===== src/sv/erp_pkg.sv =====
// shared types, constants and arithmetic helpers for the euler rotate / project block
// no dependencies; imported by every module of the block
package erp_pkg;

    // config register indexes
    typedef enum logic [2:0] {
        REG_ANGLE_X       = 3'd0,
        REG_ANGLE_Y       = 3'd1,
        REG_ANGLE_Z       = 3'd2,
        REG_VIEW_DISTANCE = 3'd3,
        REG_SCREEN_WIDTH  = 3'd4,
        REG_SCREEN_HEIGHT = 3'd5
    } cfg_reg_t;

    localparam int CORDIC_STEPS = 16;
    localparam logic signed [33:0] CORDIC_GAIN = 34'sd652032874;

    // quotient bits below the saturation check
    localparam int QUOT_BITS  = 17;
    localparam int DIV_STAGES = QUOT_BITS + 1;
    localparam int MAG_W      = 41;
    localparam int DEN_W      = 21;

    typedef logic signed [17:0] coord_t;
    typedef logic signed [15:0] trig_val_t;

    typedef struct packed {
        trig_val_t sin_x;
        trig_val_t cos_x;
        trig_val_t sin_y;
        trig_val_t cos_y;
        trig_val_t sin_z;
        trig_val_t cos_z;
    } trig_set_t;

    typedef struct packed {
        coord_t first;
        coord_t second;
    } rot_pair_t;

    // control that rides along the projection and divide stages
    typedef struct packed {
        logic valid;
        logic invalid;
        logic neg_x;
        logic neg_y;
    } proj_ctl_t;

    // cordic arctangent table, 2^24 units per turn
    function automatic logic [21:0] atan_lut(input logic [3:0] idx);
        logic [21:0] v;
        case (idx)
            4'd0:    v = 22'd2097152;
            4'd1:    v = 22'd1238021;
            4'd2:    v = 22'd654136;
            4'd3:    v = 22'd332050;
            4'd4:    v = 22'd166669;
            4'd5:    v = 22'd83416;
            4'd6:    v = 22'd41718;
            4'd7:    v = 22'd20860;
            4'd8:    v = 22'd10430;
            4'd9:    v = 22'd5215;
            4'd10:   v = 22'd2608;
            4'd11:   v = 22'd1304;
            4'd12:   v = 22'd652;
            4'd13:   v = 22'd326;
            4'd14:   v = 22'd163;
            4'd15:   v = 22'd81;
            default: v = 22'd0;
        endcase
        return v;
    endfunction

    // (a*c - b*s, a*s + b*c), each rounded half up from q.26 back to q.12
    function automatic rot_pair_t rot_pair(input coord_t a, input coord_t b,
                                           input trig_val_t s, input trig_val_t c);
        logic signed [35:0] ae;
        logic signed [35:0] be;
        logic signed [35:0] se;
        logic signed [35:0] ce;
        logic signed [35:0] f;
        logic signed [35:0] g;
        rot_pair_t r;
        ae = a;
        be = b;
        se = s;
        ce = c;
        f = ae * ce - be * se + 36'sd8192;
        g = ae * se + be * ce + 36'sd8192;
        r.first  = f[31:14];
        r.second = g[31:14];
        return r;
    endfunction

    // truncated quotient magnitude with sign to a saturated 16 bit value
    function automatic logic signed [15:0] sat_quot(input logic neg, input logic ovf,
                                                    input logic [QUOT_BITS-1:0] q);
        logic signed [15:0] v;
        if (!neg)
        begin
            if (ovf || q > 17'd32767)
                v = 16'sh7FFF;
            else
                v = q[15:0];
        end
        else
        begin
            if (ovf || q > 17'd32768)
                v = 16'sh8000;
            else
                v = (~q[15:0]) + 16'd1;
        end
        return v;
    endfunction

endpackage


===== src/sv/erp_divide.sv =====
// pipelined restoring divider, two lanes sharing a divisor, one quotient bit per stage
// depends on erp_pkg
module erp_divide import erp_pkg::*;
(
    input  logic                 clk,
    input  logic                 rst_n,
    input  logic                 adv,
    input  proj_ctl_t            ctl_in,
    input  logic [MAG_W-1:0]     mag_x,
    input  logic [MAG_W-1:0]     mag_y,
    input  logic [DEN_W-1:0]     den,
    output proj_ctl_t            ctl_out,
    output logic                 ovf_x,
    output logic                 ovf_y,
    output logic [QUOT_BITS-1:0] quot_x,
    output logic [QUOT_BITS-1:0] quot_y
);

    proj_ctl_t            ctl_reg [0:DIV_STAGES-1];
    logic [DEN_W-1:0]     den_reg [0:DIV_STAGES-1];
    logic [MAG_W-1:0]     rem_reg [0:DIV_STAGES-1][0:1];
    logic [QUOT_BITS-1:0] q_reg   [0:DIV_STAGES-1][0:1];
    logic                 ovf_reg [0:DIV_STAGES-1][0:1];

    logic [MAG_W-1:0]     top_den;
    logic [MAG_W-1:0]     mag_in [0:1];

    // a quotient that reaches 2^17 saturates either way
    assign top_den   = MAG_W'({den, {QUOT_BITS{1'b0}}});
    assign mag_in[0] = mag_x;
    assign mag_in[1] = mag_y;

    always_ff @(posedge clk or negedge rst_n)
    begin
        if (!rst_n)
            ctl_reg[0] <= '0;
        else if (adv)
            ctl_reg[0] <= ctl_in;
    end

    always_ff @(posedge clk)
    begin
        if (adv)
        begin
            den_reg[0] <= den;
            for (int l = 0; l < 2; l++)
            begin
                rem_reg[0][l] <= mag_in[l];
                q_reg[0][l]   <= '0;
                ovf_reg[0][l] <= (mag_in[l] >= top_den);
            end
        end
    end

    for (genvar s = 1; s < DIV_STAGES; s++)
    begin : g_stage
        localparam int K = DIV_STAGES - 1 - s;
        logic [MAG_W-1:0] dsh;
        logic             ge_next [0:1];
        logic [MAG_W-1:0] rem_next [0:1];

        always_comb
        begin
            dsh = MAG_W'(den_reg[s-1]) << K;
            for (int l = 0; l < 2; l++)
            begin
                ge_next[l]  = rem_reg[s-1][l] >= dsh;
                rem_next[l] = ge_next[l] ? rem_reg[s-1][l] - dsh : rem_reg[s-1][l];
            end
        end

        always_ff @(posedge clk or negedge rst_n)
        begin
            if (!rst_n)
                ctl_reg[s] <= '0;
            else if (adv)
                ctl_reg[s] <= ctl_reg[s-1];
        end

        always_ff @(posedge clk)
        begin
            if (adv)
            begin
                den_reg[s] <= den_reg[s-1];
                for (int l = 0; l < 2; l++)
                begin
                    rem_reg[s][l] <= rem_next[l];
                    q_reg[s][l]   <= {q_reg[s-1][l][QUOT_BITS-2:0], ge_next[l]};
                    ovf_reg[s][l] <= ovf_reg[s-1][l];
                end
            end
        end
    end

    assign ctl_out = ctl_reg[DIV_STAGES-1];
    assign ovf_x   = ovf_reg[DIV_STAGES-1][0];
    assign ovf_y   = ovf_reg[DIV_STAGES-1][1];
    assign quot_x  = q_reg[DIV_STAGES-1][0];
    assign quot_y  = q_reg[DIV_STAGES-1][1];

endmodule


===== config.mk =====
export PLATFORM = sky130hd
export DESIGN_NAME = erp_divide
export DESIGN_NICKNAME = d
export VERILOG_FILES = /design/src/sv/erp_pkg.sv /design/src/sv/erp_divide.sv
export SDC_FILE = /design/constraint.sdc
export NUM_CORES = 2
export LEC_CHECK = 0
export ABC_AREA = 0
export BUFFER_PORTS_ARGS = -buffer_cell sky130_fd_sc_hd__buf_2
export CAP_MARGIN = 40
export CORE_MARGIN = 2
export CORE_UTILIZATION = 45
export DETAILED_ROUTE_END_ITERATION = 6
export GPL_TIMING_DRIVEN = 0
export SLEW_MARGIN = 20
export SYNTH_ARGS = -nofsm -noshare
export SYNTH_HDL_FRONTEND = slang
export SYNTH_SLANG_ARGS = --single-unit

===== constraint.sdc =====
create_clock -name clk -period 9.6 [get_ports clk]
set_input_delay 0.96 -clock clk [delete_from_list [all_inputs] [get_ports clk]]
set_output_delay 0.96 -clock clk [all_outputs]
set_load 0.03 [all_outputs]

---- Word level (Yosys, flattened, before mapping) ----
Memories as Yosys holds them, arrays and structs flattened.
Index checks and enable logic that the tools add are counted.
Widths: inputs -> output; s select.
storage, ports and cells
  register bits ........................... 72
  latch bits .............................. 0
  memory bits (writable) .................. 2502
  bits in read-only memories .............. 0
  bits of input ports ..................... 110
  output and inout bits ................... 40
  logic and storage cells ................. 182
  memories ................................ 4
cells by class
  add/sub/neg operators ................... 34
  multipliers ............................. 0
  divide/modulo/power cells ............... 0
  $lt $le $gt $ge ......................... 36
  equal/unequal tests ..................... 0
  shift-type cells ........................ 0
  multiplexer cells ....................... 36
  bitwise logic cells ..................... 0
  reduce and logical (&&, ||, !) cells .... 0
memories
  memory   words  bits a word  read ports  clocked after memory_dff  write ports  line              text
  rem_reg  18     82           17          0                         18           erp_divide.sv:21  logic [MAG_W-1:0] rem_reg [0:DIV_STAGES-1][0:1];
  q_reg    18     34           18          0                         18           erp_divide.sv:22  logic [QUOT_BITS-1:0] q_reg [0:DIV_STAGES-1][0:1];
  den_reg  18     21           17          0                         18           erp_divide.sv:20  logic [DEN_W-1:0] den_reg [0:DIV_STAGES-1];
  ovf_reg  18     2            18          0                         18           erp_divide.sv:23  logic ovf_reg [0:DIV_STAGES-1][0:1];
operators with widths
  operator          count
  $mux 41           34
  $ge 41x21->1      2
  $ge 41x22->1      2
  $ge 41x23->1      2
  $ge 41x24->1      2
  $ge 41x25->1      2
  $ge 41x26->1      2
  $ge 41x27->1      2
  $ge 41x28->1      2
  $ge 41x29->1      2
  $ge 41x30->1      2
  $ge 41x31->1      2
  $ge 41x32->1      2
  $ge 41x33->1      2
  $ge 41x34->1      2
  $ge 41x35->1      2
  $ge 41x36->1      2
  $ge 41x37->1      2
  $ge 41x38->1      2
  $sub 41x21->41    2
  $sub 41x22->41    2
  $sub 41x23->41    2
  $sub 41x24->41    2
  $sub 41x25->41    2
  other kinds (13)  26

---- Depth between registers and ports, before layout ----
An unclocked memory read counts as a cell.
  word-level depth ........................ 3
  gate-level depth with buffers ........... 15

---- Worst setup path before layout ----
No wires, ideal clock.
  kind .................................... reg-to-reg
  start ................................... memory rem_reg[7][50] in the netlist's numbering
  end ..................................... memory rem_reg[8][78] in the netlist's numbering, data pin
  library setup time ...................... 258 ps
  data arrival time ....................... 3555 ps
  setup slack ............................. 5787 ps
  stages on the path, launching flop included .. 15
  period minus slack after synthesis ...... 3813 ps
  path through ............................ edfxtp_1 > inv_1 > ha_1 > inv_1 > fa_1 > a211oi_1 > o21ai_0 > a31o_2 > a31oi_1 > nor2b_1 > o41ai_2 > o31ai_1 > a2111oi_0 > nand2_1 > xnor2_1
RTL lines
  item             line
  start, declared  erp_divide.sv:21

==> run_results.csv <==
group,metric,value,unit
run_status,status,"complete, no violations",
sta,finalSetupViolCount,0,
pwr,p_int,24.4,mW
clock_tree,ctsHtreeMaxLevel,4,
synthesis,synth_xor_area_frac,0.0670,
floorplan,dieArea,262000,um^2
detailed_routing,drtIter0Drc,6773,
placed_design,place_congestion,0.932,
finish,fillers,22618,
worst_setup_path,cp_common_cell,"clkbuf_1",
detailed_routing,viasPerCell,5.73,
sta,fin_crit_sh,0.537,
worst_setup_path,crit_arrival,5730,ps
detailed_routing,drt-wirelength-per-cell,24.0,um
pwr,ir_drop,0.197,mV
global_route,grt_pass1_vias,78048,
synthesis,synth_top_family_by_area,"compound AO/OA/AOI/OAI gates",
placed_design,postPlaceCellArea,122000,um^2
clock_tree,cts.path.max_buffers,4,
synthesis,synth_nets,10852,
pwr,finalPower,37.8,mW
synthesis,synth_area_per_cell,11.7,um^2
clock_tree,cts_setup_buffers,0,
sta,tns,0,ps
run,cap_violations,0,
worst_setup_path,cp_num_buf_inv,4,
finish,largest_reg_flops,1394,
pwr,pwr-share-comb,0.354,
sta,maxSlewViolCount,0,
sta,tightest_slew,873,ps
clock_tree,clk_pin_slew,60,ps
detailed_routing,routed_wl,336,mm
sta,rsz0062_at_grt,"no",
finish,syn2layout_area_growth,11.8,%
finish,drive_gt1_frac,0.0798,
clock_tree,clock_latency,900,ps
worst_hold_path,hold_path_class,"primary input to flop",
clock_tree,cts-resized-gates,0,
worst_setup_path,setup.worst_path.class,"flop to flop",
pwr,p_per_area,291,nW/um^2
global_route,grt_start_max_net_pins,154,
worst_setup_path,cp.required,10180,ps
pwr,p_switching,13.4,mW
sta,finalCriticalPeriod,5150,ps
synthesis,muxShareOfSynthArea,0.0210,
clock_tree,cts_inserted_buffers,240,
worst_hold_path,min_to,"rem_reg[0][10]",
synthesis,async_reset_ff_frac,0.0333,
placed_design,io_buffers,149,
synthesis,synthCells,9954,
synthesis,synth_cell_types,87,
worst_setup_path,r2r_setup_slack,4450,ps
clock_tree,cts_tree,"yes",
worst_setup_path,crit_fanout,10,
worst_setup_path,crit_path_end_kind,"flop",
detailed_routing,first_pass_iters,6,
pwr,clockPowerShare,0.249,
clock_tree,clock-sinks,2165,
synthesis,synth_warnings,0,
worst_setup_path,cpMaxStageDelayCell,"nor4_1",
sta,finalHoldViolCount,0,
sta,relSlewSlack,0.414,
synthesis,ys_seq_area_frac,0.557,
synthesis,ys_ff_latch,2165,
worst_setup_path,r2r-start,"den_reg[11][0]",
finish,final_cell_area,130000,um^2
synthesis,synth_edf_count,2093,
worst_setup_path,timing.rr.end,"rem_reg[12][66]",
synthesis,synth_compound_area_frac,0.123,
synthesis,synth_fa_ha_area_frac,0.0869,
floorplan,start_util,0.453,
synthesis,synth_simple_gate_area_frac,0.121,
clock_tree,root_buffer,"clkbuf_16",
worst_setup_path,reg2regPathDepth,13,
detailed_routing,vias,80041,
detailed_routing,drtAntennaViolNets,0,
sta,finClkSkew,47.1,ps
synthesis,synth_area,116000,um^2
worst_setup_path,cpPeakStageDelay,640,ps
global_route,overflow,0,
detailed_routing,drc,0,
finish,final_util,0.506,
floorplan,core_area,257000,um^2
clock_tree,hold_buffers,1,
global_route,grt_pass1_wl,494,mm
floorplan,die_y,512,um
worst_hold_path,hold-path-cell-count,1,
worst_setup_path,crit_family,"buffers and inverters",
sta,holdWs,257,ps
floorplan,rows,186,
global_route,antenna_found_initial,13,
worst_setup_path,critPathLaunchType,"flop",
sta,fmax,194,MHz
floorplan,io_pins,150,
placed_design,dpl.hpwl,265,mm
pwr,swShare,0.355,
pwr,pwr-share-seq,0.397,
synthesis,synthFlopType,"edfxtp_1",
floorplan,die_w,512,um
pwr,leakage,49.1,nW
finish,nNetsFinal,11276,
worst_setup_path,crit_chain,"ha_1 > inv_1 > fa_1 > a21o_1 > a211oi_1 > nor4_1 > o211ai_1 > a21boi_0 > a31o_2 > clkbuf_1 > clkbuf_1 > buf_1 > a21oi_1",
global_route,grt_usage,0.249,
worst_hold_path,min_from,"mag_y[10]",
## through the flow
| step | instances | setup WS [ps] |
|---|---|---|
| detailed placement | 13516 | 3620 |
| global route | 13970 | 4250 |
| global placement | 13487 | -25750 |
| finish | 13976 | 4450 |
| floorplan | 9954 | 5790 |
| CTS | 13955 | 4500 |
## logic make-up (layout without fill, tap and decap cells)
kind of cell	after synthesis	count (layout)
buffers and inverters	768	1388
AOI/OAI and AO/OA	2314	2314
xor gates and xnor gates	889	889
adders and majority gates	788	788
DFF	2165	2165
other	0	18
and+or+nand+nor	2812	2812
muxes	218	218
## worst register-to-register path, stage by stage (launching register included)
cell and delay [ps]:
edfxtp_1 500, ha_1 270, inv_1 70, fa_1 210
a21o_1 190, a211oi_1 110, nor4_1 640, o211ai_1 260
a21boi_0 470, a31o_2 220, clkbuf_1 530, clkbuf_1 560
buf_1 590, a21oi_1 240
## layout by cell type, fill, tap and decap left out, drive strengths merged, types with 70 or more instances in the layout
cell | Yosys | final
a21o | 293 | 293
a21oi | 721 | 721
buf | 26 | 204
clkbuf | 168 | 444
clkinv | 4 | 107
dfrtp | 72 | 72
edfxtp | 2093 | 2093
ha | 756 | 756
inv | 570 | 578
mux2 | 207 | 207
nand2 | 743 | 743
nand2b | 146 | 146
nand3 | 181 | 181
nand4 | 101 | 101
nor2 | 688 | 688
nor2b | 145 | 145
nor3 | 208 | 208
nor4 | 171 | 171
o21a | 125 | 125
o21ai | 623 | 623
o21bai | 70 | 70
or3 | 84 | 84
xnor2 | 475 | 475
xor2 | 414 | 414
## power by group through the flow
| stage | Clock [mW] | Sequential, mW | Combinational, mW |
|---|---|---|---|
| finish | 9.40 | 15.0 | 13.4 |
| detailed placement | 0 | 15.2 | 13.2 |
| global route | 9.99 | 15.2 | 14.8 |
| CTS | 9.65 | 15.0 | 13.3 |
| global placement | 0 | 15.8 | 13.1 |
| floorplan | 0 | 14.3 | 9.74 |
## metal layers
metal | share of wire | GRT usage | wire length, um
met1 | 0.43 | 0.332 | 146000
met2 | 0.49 | 0.427 | 164000
met3 | 0.044 | 0.0261 | 14800
met4 | 0.033 | 0.0774 | 11200
met5 | 0.000039 | 0 | 13
## area by class of cell
cell class	count	area, um^2	area share
clock inverter	163	1830	0.0141
inverter	574	2150	0.0166
clock buffer	275	6210	0.0478
timing repair buffer	182	1310	0.0101
antenna	18	45.0	0.000347
multi-input combinational	7021	48600	0.375
buffer	194	749	0.00577
sequential	2165	64700	0.498
tap	3384	4230	0.0326
## worst max path at each step
stage / startpoint / end / slack [ps] / cells past startpoint
after floorplan: rem_reg[7][50] / rem_reg[8][78] / 5790 / 14
after global placement: adv / ctl_reg[63] / -25750 / 4
after detailed placement: adv / ctl_reg[27] / 3620 / 9
after CTS: den_reg[11][0] / rem_reg[12][66] / 4500 / 13
after global routing: den_reg[11][0] / rem_reg[12][66] / 4250 / 13
final: den_reg[11][0] / rem_reg[12][66] / 4450 / 13
## cells in the mapped netlist (all sizes together), types with 29 or more instances
library cell	number	area [um^2]
or3	84	526
nand4	101	632
a21oi	721	3610
a21o	293	2200
a21boi	30	225
nand2b	146	913
nor4	171	1070
nor4b	35	307
edfxtp	2093	62900
mux2	207	2330
nand4b	29	254
clkbuf	168	631
and2	29	181
a211oi	63	473
fa	32	641
inv	570	2140
o21bai	70	526
or4	55	420
or2	33	206
nand2	743	2790
o21ai	623	3120
o31ai	67	503
xor2	414	3630
dfrtp	72	1800
a31oi	63	394
nor2	688	2590
o21a	125	938
nor2b	145	907
ha	756	9460
nor3	208	1040
nand3	181	906
xnor2	475	4160
and3	62	388
Note: power is estimated with default switching activity, not from simulation.
