### src/sv/erp_pkg.sv
// shared types, constants and arithmetic helpers for the euler rotate / project block
// no dependencies; imported by every module of the block
package erp_pkg;

    // config register indexes
    typedef enum logic [2:0] {
        REG_ANGLE_X       = 3'd0,
        REG_ANGLE_Y       = 3'd1,
        REG_ANGLE_Z       = 3'd2,
        REG_VIEW_DISTANCE = 3'd3,
        REG_SCREEN_WIDTH  = 3'd4,
        REG_SCREEN_HEIGHT = 3'd5
    } cfg_reg_t;

    localparam int CORDIC_STEPS = 16;
    localparam logic signed [33:0] CORDIC_GAIN = 34'sd652032874;

    // quotient bits below the saturation check
    localparam int QUOT_BITS  = 17;
    localparam int DIV_STAGES = QUOT_BITS + 1;
    localparam int MAG_W      = 41;
    localparam int DEN_W      = 21;

    typedef logic signed [17:0] coord_t;
    typedef logic signed [15:0] trig_val_t;

    typedef struct packed {
        trig_val_t sin_x;
        trig_val_t cos_x;
        trig_val_t sin_y;
        trig_val_t cos_y;
        trig_val_t sin_z;
        trig_val_t cos_z;
    } trig_set_t;

    typedef struct packed {
        coord_t first;
        coord_t second;
    } rot_pair_t;

    // control that rides along the projection and divide stages
    typedef struct packed {
        logic valid;
        logic invalid;
        logic neg_x;
        logic neg_y;
    } proj_ctl_t;

    // cordic arctangent table, 2^24 units per turn
    function automatic logic [21:0] atan_lut(input logic [3:0] idx);
        logic [21:0] v;
        case (idx)
            4'd0:    v = 22'd2097152;
            4'd1:    v = 22'd1238021;
            4'd2:    v = 22'd654136;
            4'd3:    v = 22'd332050;
            4'd4:    v = 22'd166669;
            4'd5:    v = 22'd83416;
            4'd6:    v = 22'd41718;
            4'd7:    v = 22'd20860;
            4'd8:    v = 22'd10430;
            4'd9:    v = 22'd5215;
            4'd10:   v = 22'd2608;
            4'd11:   v = 22'd1304;
            4'd12:   v = 22'd652;
            4'd13:   v = 22'd326;
            4'd14:   v = 22'd163;
            4'd15:   v = 22'd81;
            default: v = 22'd0;
        endcase
        return v;
    endfunction

    // (a*c - b*s, a*s + b*c), each rounded half up from q.26 back to q.12
    function automatic rot_pair_t rot_pair(input coord_t a, input coord_t b,
                                           input trig_val_t s, input trig_val_t c);
        logic signed [35:0] ae;
        logic signed [35:0] be;
        logic signed [35:0] se;
        logic signed [35:0] ce;
        logic signed [35:0] f;
        logic signed [35:0] g;
        rot_pair_t r;
        ae = a;
        be = b;
        se = s;
        ce = c;
        f = ae * ce - be * se + 36'sd8192;
        g = ae * se + be * ce + 36'sd8192;
        r.first  = f[31:14];
        r.second = g[31:14];
        return r;
    endfunction

    // truncated quotient magnitude with sign to a saturated 16 bit value
    function automatic logic signed [15:0] sat_quot(input logic neg, input logic ovf,
                                                    input logic [QUOT_BITS-1:0] q);
        logic signed [15:0] v;
        if (!neg)
        begin
            if (ovf || q > 17'd32767)
                v = 16'sh7FFF;
            else
                v = q[15:0];
        end
        else
        begin
            if (ovf || q > 17'd32768)
                v = 16'sh8000;
            else
                v = (~q[15:0]) + 16'd1;
        end
        return v;
    endfunction

endpackage

### src/sv/erp_trig.sv
// sine / cosine sequencer: one shared cordic unit, steps the three angles in turn
// depends on erp_pkg
module erp_trig import erp_pkg::*;
(
    input  logic        clk,
    input  logic        rst_n,
    input  logic        restart,
    input  logic [15:0] angle_x,
    input  logic [15:0] angle_y,
    input  logic [15:0] angle_z,
    output logic        busy,
    output trig_set_t   trig
);

    typedef enum logic [3:0] {
        ST_IDLE = 4'b0001,
        ST_LOAD = 4'b0010,
        ST_ITER = 4'b0100,
        ST_DONE = 4'b1000
    } trig_state_t;

    trig_state_t        state_reg, state_next;
    logic [1:0]         axis_reg, axis_next;
    logic [3:0]         step_reg, step_next;
    logic               neg_reg, neg_next;
    logic signed [33:0] cx_reg, cx_next;
    logic signed [33:0] cy_reg, cy_next;
    logic signed [25:0] cz_reg, cz_next;
    trig_val_t          sin_reg [0:2];
    trig_val_t          cos_reg [0:2];
    trig_val_t          sin_next [0:2];
    trig_val_t          cos_next [0:2];

    logic [15:0]        angle_sel;
    logic signed [16:0] a_raw;
    logic signed [16:0] a_adj;
    logic               a_neg;
    logic signed [33:0] dx;
    logic signed [33:0] dy;
    logic signed [25:0] at;
    logic signed [33:0] rc;
    logic signed [33:0] rs;
    trig_val_t          cv;
    trig_val_t          sv;

    function automatic trig_val_t clamp_trig(input logic signed [33:0] v);
        trig_val_t r;
        if (v > 34'sd16384)
            r = 16'sd16384;
        else if (v < -34'sd16384)
            r = -16'sd16384;
        else
            r = v[15:0];
        return r;
    endfunction

    always_comb
    begin
        case (axis_reg)
            2'd0:    angle_sel = angle_x;
            2'd1:    angle_sel = angle_y;
            default: angle_sel = angle_z;
        endcase
        a_raw = {angle_sel[15], angle_sel};
        a_neg = 1'b0;
        a_adj = a_raw;
        // fold beyond a quarter turn by a half turn, negate at the end
        if (a_raw > 17'sd16384)
        begin
            a_adj = a_raw - 17'sd32768;
            a_neg = 1'b1;
        end
        else if (a_raw < -17'sd16384)
        begin
            a_adj = a_raw + 17'sd32768;
            a_neg = 1'b1;
        end

        dx = cy_reg >>> step_reg;
        dy = cx_reg >>> step_reg;
        at = {4'b0000, atan_lut(step_reg)};

        rc = (cx_reg + 34'sd32768) >>> 16;
        rs = (cy_reg + 34'sd32768) >>> 16;
        cv = clamp_trig(rc);
        sv = clamp_trig(rs);
        if (neg_reg)
        begin
            cv = -cv;
            sv = -sv;
        end

        state_next = state_reg;
        axis_next  = axis_reg;
        step_next  = step_reg;
        neg_next   = neg_reg;
        cx_next    = cx_reg;
        cy_next    = cy_reg;
        cz_next    = cz_reg;
        for (int i = 0; i < 3; i++)
        begin
            sin_next[i] = sin_reg[i];
            cos_next[i] = cos_reg[i];
        end

        case (state_reg)
            ST_IDLE:
            begin
                state_next = ST_IDLE;
            end
            ST_LOAD:
            begin
                neg_next   = a_neg;
                cx_next    = CORDIC_GAIN;
                cy_next    = '0;
                cz_next    = {a_adj[16], a_adj, 8'b0};
                step_next  = '0;
                state_next = ST_ITER;
            end
            ST_ITER:
            begin
                if (!cz_reg[25])
                begin
                    cx_next = cx_reg - dx;
                    cy_next = cy_reg + dy;
                    cz_next = cz_reg - at;
                end
                else
                begin
                    cx_next = cx_reg + dx;
                    cy_next = cy_reg - dy;
                    cz_next = cz_reg + at;
                end
                step_next = step_reg + 4'd1;
                if (step_reg == 4'(CORDIC_STEPS - 1))
                    state_next = ST_DONE;
            end
            ST_DONE:
            begin
                sin_next[axis_reg] = sv;
                cos_next[axis_reg] = cv;
                if (axis_reg == 2'd2)
                    state_next = ST_IDLE;
                else
                begin
                    axis_next  = axis_reg + 2'd1;
                    state_next = ST_LOAD;
                end
            end
            default:
            begin
                state_next = ST_IDLE;
            end
        endcase

        if (restart)
        begin
            axis_next  = 2'd0;
            state_next = ST_LOAD;
        end
    end

    always_ff @(posedge clk or negedge rst_n)
    begin
        if (!rst_n)
        begin
            state_reg <= ST_LOAD;
            axis_reg  <= 2'd0;
            step_reg  <= 4'd0;
        end
        else
        begin
            state_reg <= state_next;
            axis_reg  <= axis_next;
            step_reg  <= step_next;
        end
    end

    always_ff @(posedge clk)
    begin
        neg_reg <= neg_next;
        cx_reg  <= cx_next;
        cy_reg  <= cy_next;
        cz_reg  <= cz_next;
        for (int i = 0; i < 3; i++)
        begin
            sin_reg[i] <= sin_next[i];
            cos_reg[i] <= cos_next[i];
        end
    end

    assign busy = (state_reg != ST_IDLE) || restart;

    assign trig.sin_x = sin_reg[0];
    assign trig.cos_x = cos_reg[0];
    assign trig.sin_y = sin_reg[1];
    assign trig.cos_y = cos_reg[1];
    assign trig.sin_z = sin_reg[2];
    assign trig.cos_z = cos_reg[2];

endmodule

### config.mk
export PLATFORM = sky130hd
export DESIGN_NAME = erp_trig
export DESIGN_NICKNAME = d
export VERILOG_FILES = /design/src/sv/erp_pkg.sv /design/src/sv/erp_trig.sv
export SDC_FILE = /design/constraint.sdc
export NUM_CORES = 1
export LEC_CHECK = 0
export ABC_AREA = 0
export BUFFER_PORTS_ARGS = -buffer_cell sky130_fd_sc_hd__buf_2
export CELL_PAD_IN_SITES_DETAIL_PLACEMENT = 1
export CELL_PAD_IN_SITES_GLOBAL_PLACEMENT = 1
export CORE_MARGIN = 2
export CORE_UTILIZATION = 47
export CTS_CLUSTER_SIZE = 40
export DETAILED_ROUTE_END_ITERATION = 7
export PLACE_DENSITY = 0.78
export SYNTH_ARGS = -nofsm -noshare
export SYNTH_HDL_FRONTEND = slang
export SYNTH_SLANG_ARGS = --single-unit
### constraint.sdc
create_clock -name clk -period 6.9 [get_ports clk]
set_clock_uncertainty 0.05 [all_clocks]
set_input_delay 0.69 -clock clk [delete_from_list [all_inputs] [get_ports clk]]
set_output_delay 0.69 -clock clk [all_outputs]
set_load 0.03 [all_outputs]
## Word level (Yosys, flattened, before mapping)

Memories as Yosys holds them, arrays and structs flattened.
Cells that the tools add are included.

- Bitwise gates (word level): 1
- Order comparisons: 8
- Equal/unequal tests: 9
- Shift-type cells: 2
- Reductions and logical operators: 6
- Add/sub/neg operators: 14
- Mux-type cells: 30

Operators by type and width:

| cell | number |
|---|---|
| $pmux 34 s2 | 2 |
| $mux 16 | 7 |
| $bwmux 48 | 2 |
| $mux 48 | 2 |
| $add 34x17->34 const B | 2 |
| $add 34x34->34 | 2 |
| $mux 34 | 2 |
| $sshr 34x4->34 | 2 |
| $sub 34x34->34 | 2 |
| $pmux 26 s2 | 1 |
| $gt 18x16->1 const B | 2 |
| $lt 18x15->1 const B | 2 |
| $mux 17 | 2 |
| $demux 16 s2 | 1 |
| $neg 16->16 | 2 |
| $pmux 16 s2 | 1 |
| $add 26x23->26 | 1 |
| $mux 26 | 1 |
| $sub 26x23->26 | 1 |
| $add 16x17->17 const B | 1 |
| $sub 16x17->17 const B | 1 |
| $gt 16x16->1 const B | 1 |
| $lt 16x15->1 const B | 1 |
| $pmux 4 s3 | 1 |
| other kinds (22) | 28 |

- Bits in registers: 105
- Logic and storage cells: 80
- Output and inout bits: 97
- ROM bits: 352
- Memories: 3
- Bits in writable memories: 96

Memories:

| memory | depth | width | read ports | clocked after Yosys merged registers in | write ports | line | RTL |
|---|---|---|---|---|---|---|---|
| (name not given) | 16 | 22 | 1 | 0 | 0 | erp_pkg.sv:52 | `case (idx)` |
| cos_reg | 3 | 16 | 3 | 0 | 3 | erp_trig.sv:30 | `trig_val_t cos_reg [0:2];` |
| sin_reg | 3 | 16 | 3 | 0 | 3 | erp_trig.sv:29 | `trig_val_t sin_reg [0:2];` |

## Depth between registers and ports, before layout

- Word-level depth: 8
- Depth in mapped cells: 29
- Gate-level depth less buffers: 23

## Worst setup path before layout

OpenSTA, ideal clock, no wires.

- Path kind: register to register
- From: register step_reg[0]
- To: register cz_reg[24] (data pin)
- Stages on the path, launching flop included: 30
- Data required time: 6714 ps
- Path slack: 791 ps
- Period minus slack after synthesis: 6109 ps
- Data arrival time: 5923 ps
- Cell sequence: dfrtp_1 -> buf_2 -> inv_1 -> buf_2 -> buf_1 -> buf_2 -> buf_2 -> buf_1 -> ha_1 -> clkbuf_1 -> nand2_1 -> a31oi_1 -> inv_1 -> ha_1 -> o211ai_1 -> nor3_1 -> and3_1 -> and3_1 -> nor2_1 -> xor2_1 -> ha_1 -> a21o_1 -> a21o_1 -> a21oi_1 -> nand3b_1 -> nor3_1 -> o31ai_1 -> a21oi_1 -> or4b_2 -> nand3_1

- Word-level cells in the longest chain between the ends: 4
- Elaborated cells between the ends (all ways): 5

Ends and longest elaborated chain:

| what | line | RTL |
|---|---|---|
| start, declared | erp_trig.sv:24 | `logic [3:0] step_reg, step_next;` |
| start signal, assigned | erp_trig.sv:175 | `step_reg <= step_next;` |
| $mem_v2 16x22 (*) | - |  |
| $sub 26x23->26 / $add 26x23->26 (equally long branches) | erp_trig.sv:126, erp_trig.sv:132 |  |
| $mux 26 (*) | erp_trig.sv:122 | `if (!cz_reg[25])` |
| $pmux 26 s2 (*) | erp_trig.sv:106 | `case (state_reg)` |
| via cz_next[24] | erp_trig.sv:28 | `logic signed [25:0] cz_reg, cz_next;` |
| end signal, assigned | erp_trig.sv:184 | `cz_reg <= cz_next;` |
| end, declared | erp_trig.sv:28 |  |

Mark *: on every way through the listed nets, which the timed path passes. The rest lies on a longest branch.
A chain may end at the register's enable or synchronous reset.

## Final worst setup path

- From: register step_reg[3]
- To: register cx_reg[21] (data pin)

- Word-level cells in the longest chain between the ends: 4
- Elaborated cells between the ends (all ways): 5

Ends and longest elaborated chain:

| what | line | RTL |
|---|---|---|
| $sshr 34x4->34 (*) | erp_trig.sv:79 | `dx = cy_reg >>> step_reg;` |
| $sub 34x34->34 / $add 34x34->34 (equally long branches) | erp_trig.sv:124, erp_trig.sv:130 |  |
| $mux 34 (*) | erp_trig.sv:122 |  |
| $pmux 34 s2 (*) | erp_trig.sv:106 |  |
| end signal, assigned | erp_trig.sv:182 | `cx_reg <= cx_next;` |
| end, declared | erp_trig.sv:26 | `logic signed [33:0] cx_reg, cx_next;` |

Mark *: on every way between the ends. The rest lies on a longest branch, timed or not.

==> impl_metrics.tcl <==
set metrics [dict create \
    insertion_delay_ns 0.55 \
    clockPowerShare_pct 26.5 \
    hpwlAfterDp_mm 50.5 \
    drive_above_1_share_pct 15.9 \
    grt_max_degree 73 \
    grt_pass1_wl_mm 104 \
    fin_crit_sh_pct 91.7 \
    yosys_warnings 0 \
    min_path_type "input port to flop" \
    die_x_um 209 \
    netlist_instances 2186 \
    maxCapViolations 0 \
    cts_buffer_depth 3 \
    die-area_mm2 0.0435 \
    p_seq_share_pct 28.8 \
    avgSynthCellArea_um2 9.00 \
    first_pass_iters 7 \
    p_per_area_mw_per_mm2 240 \
    arrival_ns 6.55 \
    antenna_found_initial 0 \
    crit_path_end_kind "flop" \
    rsz0062_at_grt "false" \
    critical_path.startpoint "step_reg[3]" \
    fin_worst_hold_slack_ns 0.341 \
    cts_buffers 25 \
    dieHeight_um 209 \
    worst_pin_slew_ns 0.943 \
    clock-root-buffer "clkbuf_16" \
    min-delay-start "restart" \
    worst_setup_path_start_kind "flop" \
    slowest_stage "dfrtp_4" \
    max-vdd-ir-drop_mv 0.165 \
    slowest_delay_ns 0.94 \
    gp_congestion 0.951 \
    p_switching_mw 2.04 \
    cts_sinks 201 \
    antenna_left 0 \
    slew_viol_final 0 \
    status "complete, no violations" \
    nNetsFinal 2441 \
    setup_viol 0 \
    clock.fmax_ghz 0.158 \
    cts_tree "yes" \
    clkTransAtPathRegs_ns 0.06 \
    comb_power_share_pct 44.7 \
    async_reset_ff_share_pct 4.98 \
    p_int_mw 3.19 \
    cp_data_required_time_ns 7.12 \
    grt.total_usage_pct 29.7 \
    drc 0 \
    synth_ff_type "edfxtp_1" \
    synth_edf_count 191 \
    cts_max_level 1 \
    avgRoutedWirePerCell_um 23.4 \
    drt_iter0_drc 1252 \
    syn_nets 2349 \
    grt.overflow.total 0 \
    ys_ff_latch 201 \
    drt_wl_total_mm 66.2 \
    critPathKind "flop to flop" \
    ioPinCount 148 \
    vias 18100 \
    period_needed_ns 6.33 \
    initial_utilization_pct 47.9 \
    worstPathCellList "mux4_2 -> mux2_2 -> nand2_1 -> o221ai_1 -> inv_1 -> ha_1 -> and2_1 -> a21oi_1 -> xnor2_1 -> ha_1 -> a2111oi_0 -> o21ai_0 -> a211oi_1 -> o21ai_0 -> a21oi_1 -> o221ai_1 -> o41ai_1 -> xor2_1 -> nor2_1" \
    final_util_pct 53.0 \
    viasPerCell 6.40 \
    grt_pass1_vias 19100 \
    syn-cell-area_mm2 0.0197 \
    hold_viol 0 \
    core_area_mm2 0.0411 \
    yosysSeqAreaShare_pct 30.4 \
    max_slew_margin_pct 37.1 \
    p_sw_share_pct 39.0 \
    cp_max_fo 68 \
    r2r-start "step_reg[3]" \
    fin_setup_tns_ns 0 \
    rows 74 \
    n_fill_cell 4817 \
    port_buffers 147 \
    synth_cell_types 90 \
    p_leak_nw 8.46 \
    finalPower_mw 5.23 \
    antenna_cells 0 \
    areaGrowthSynthToFinish_pct 10.7 \
]
## power by group through the flow
stage / clock [mW] / sequential (mW) / combinational, mW
after floorplan: 0 / 1.46 / 1.79
after global placement: 0 / 1.52 / 2.20
after detailed placement: 0 / 1.53 / 2.29
after CTS: 1.41 / 1.50 / 2.32
after global routing: 1.45 / 1.51 / 2.58
final: 1.39 / 1.51 / 2.33
## cell families (layout without fill, tap and decap cells)
group / count (synthesis) / in the layout / synth area share [%]
and+or+nand+nor: 738 / 738 / 18.0
AOI/OAI and AO/OA: 570 / 570 / 18.8
DFF: 201 / 201 / 30.4
xor gates and xnor gates: 194 / 194 / 8.70
buffers and inverters: 192 / 302 / 4.00
muxes: 179 / 179 / 12.8
adders and majority gates: 112 / 112 / 7.24
## through the flow
stage	instance area (um^2)	setup slack [ns]	cells
2_1_floorplan	19700	0.791	2186
3_3_place_gp	20900	0.787	2781
3_5_place_dp	20900	0.549	2781
4_1_cts	21800	0.516	2827
5_1_grt	21800	0.146	2828
6_report	21800	0.569	2828
## what timing repair did
action | in CTS | in global routing
hold buffers | 1 | 0
hold endpoints to repair | 9 | 0
endpoints found under the setup margin | 0 | 2
setup buffers | 0 | 1
gates resized for setup | 0 | 0
## final cells by class
cell class | count | area, um^2 | share of cell area [%]
timing repair buffer | 192 | 1110 | 5.11
clock inverter | 18 | 215 | 0.987
multi-input combinational | 1793 | 12900 | 59.3
tap | 532 | 666 | 3.05
sequential | 201 | 6000 | 27.5
inverter | 65 | 244 | 1.12
clock buffer | 27 | 633 | 2.91
## synthesized netlist by cell type, types with 21 or more instances
library cell	number	area share, %
inv_1	65	1.2
buf_1	25	0.48
xnor2_1	116	5.2
clkbuf_1	69	1.3
mux4_2	53	6.1
a31oi_1	35	1.1
nor3_1	62	1.6
nor2b_1	22	0.70
edfxtp_1	191	29
buf_2	26	0.66
nand3_1	55	1.4
and2_1	27	0.86
nand4_1	21	0.67
nand2b_1	27	0.86
mux2_2	41	2.3
nor2_1	208	4.0
ha_1	109	6.9
a21oi_1	166	4.2
a211oi_1	22	0.84
nand2_1	208	4.0
mux2i_1	81	4.1
a22o_1	22	0.98
o21ai_0	111	2.8
xor2_1	77	3.4
a21o_1	47	1.8
## path summary, 6_finish.rpt
path	cells past startpoint	endpoint	slack, ns
worst max-delay path	19	cx_reg[21]	0.57
worst min-delay path	2	axis_reg[1]	0.34
worst max register to register	19	cx_reg[21]	0.57
worst min register to register	2	axis_reg[1]	0.51
max in group asynchronous	2	state_reg[1]	6.04
min in group asynchronous	2	step_reg[1]	0.50
## placed cells by master, fill, tap and decap left out, types with 55 or more instances in the layout
cell,n
edfxtp_1,191
o21ai_0,111
xor2_1,77
a21oi_1,166
buf_2,147
xnor2_1,116
inv_1,63
mux2i_1,81
nor3_1,62
nand2_1,207
ha_1,109
nor2_1,208
nand3_1,55
## critical path: cells and delay by family, from the launching register on
family / cells / cell delay, ns
mux: 2 / 0.84
xor+xnor: 2 / 0.50
buf+inv: 1 / 0.14
simple gates: 3 / 0.38
compound gates: 9 / 2.69
fa+ha+maj: 2 / 0.53
flops: 1 / 0.94
## routing by layer
layer  wire [um]  up-vias  track usage (%)  share of wire, %
met2       33200      608             53.8                50
met5           0        -                0                 0
met1       26500     8949             35.0                40
met4        3450        0             14.7               5.2
li1            -     8355                -                 -
met3        3060      176             2.99               4.6
(Power assumes the default switching activity.)
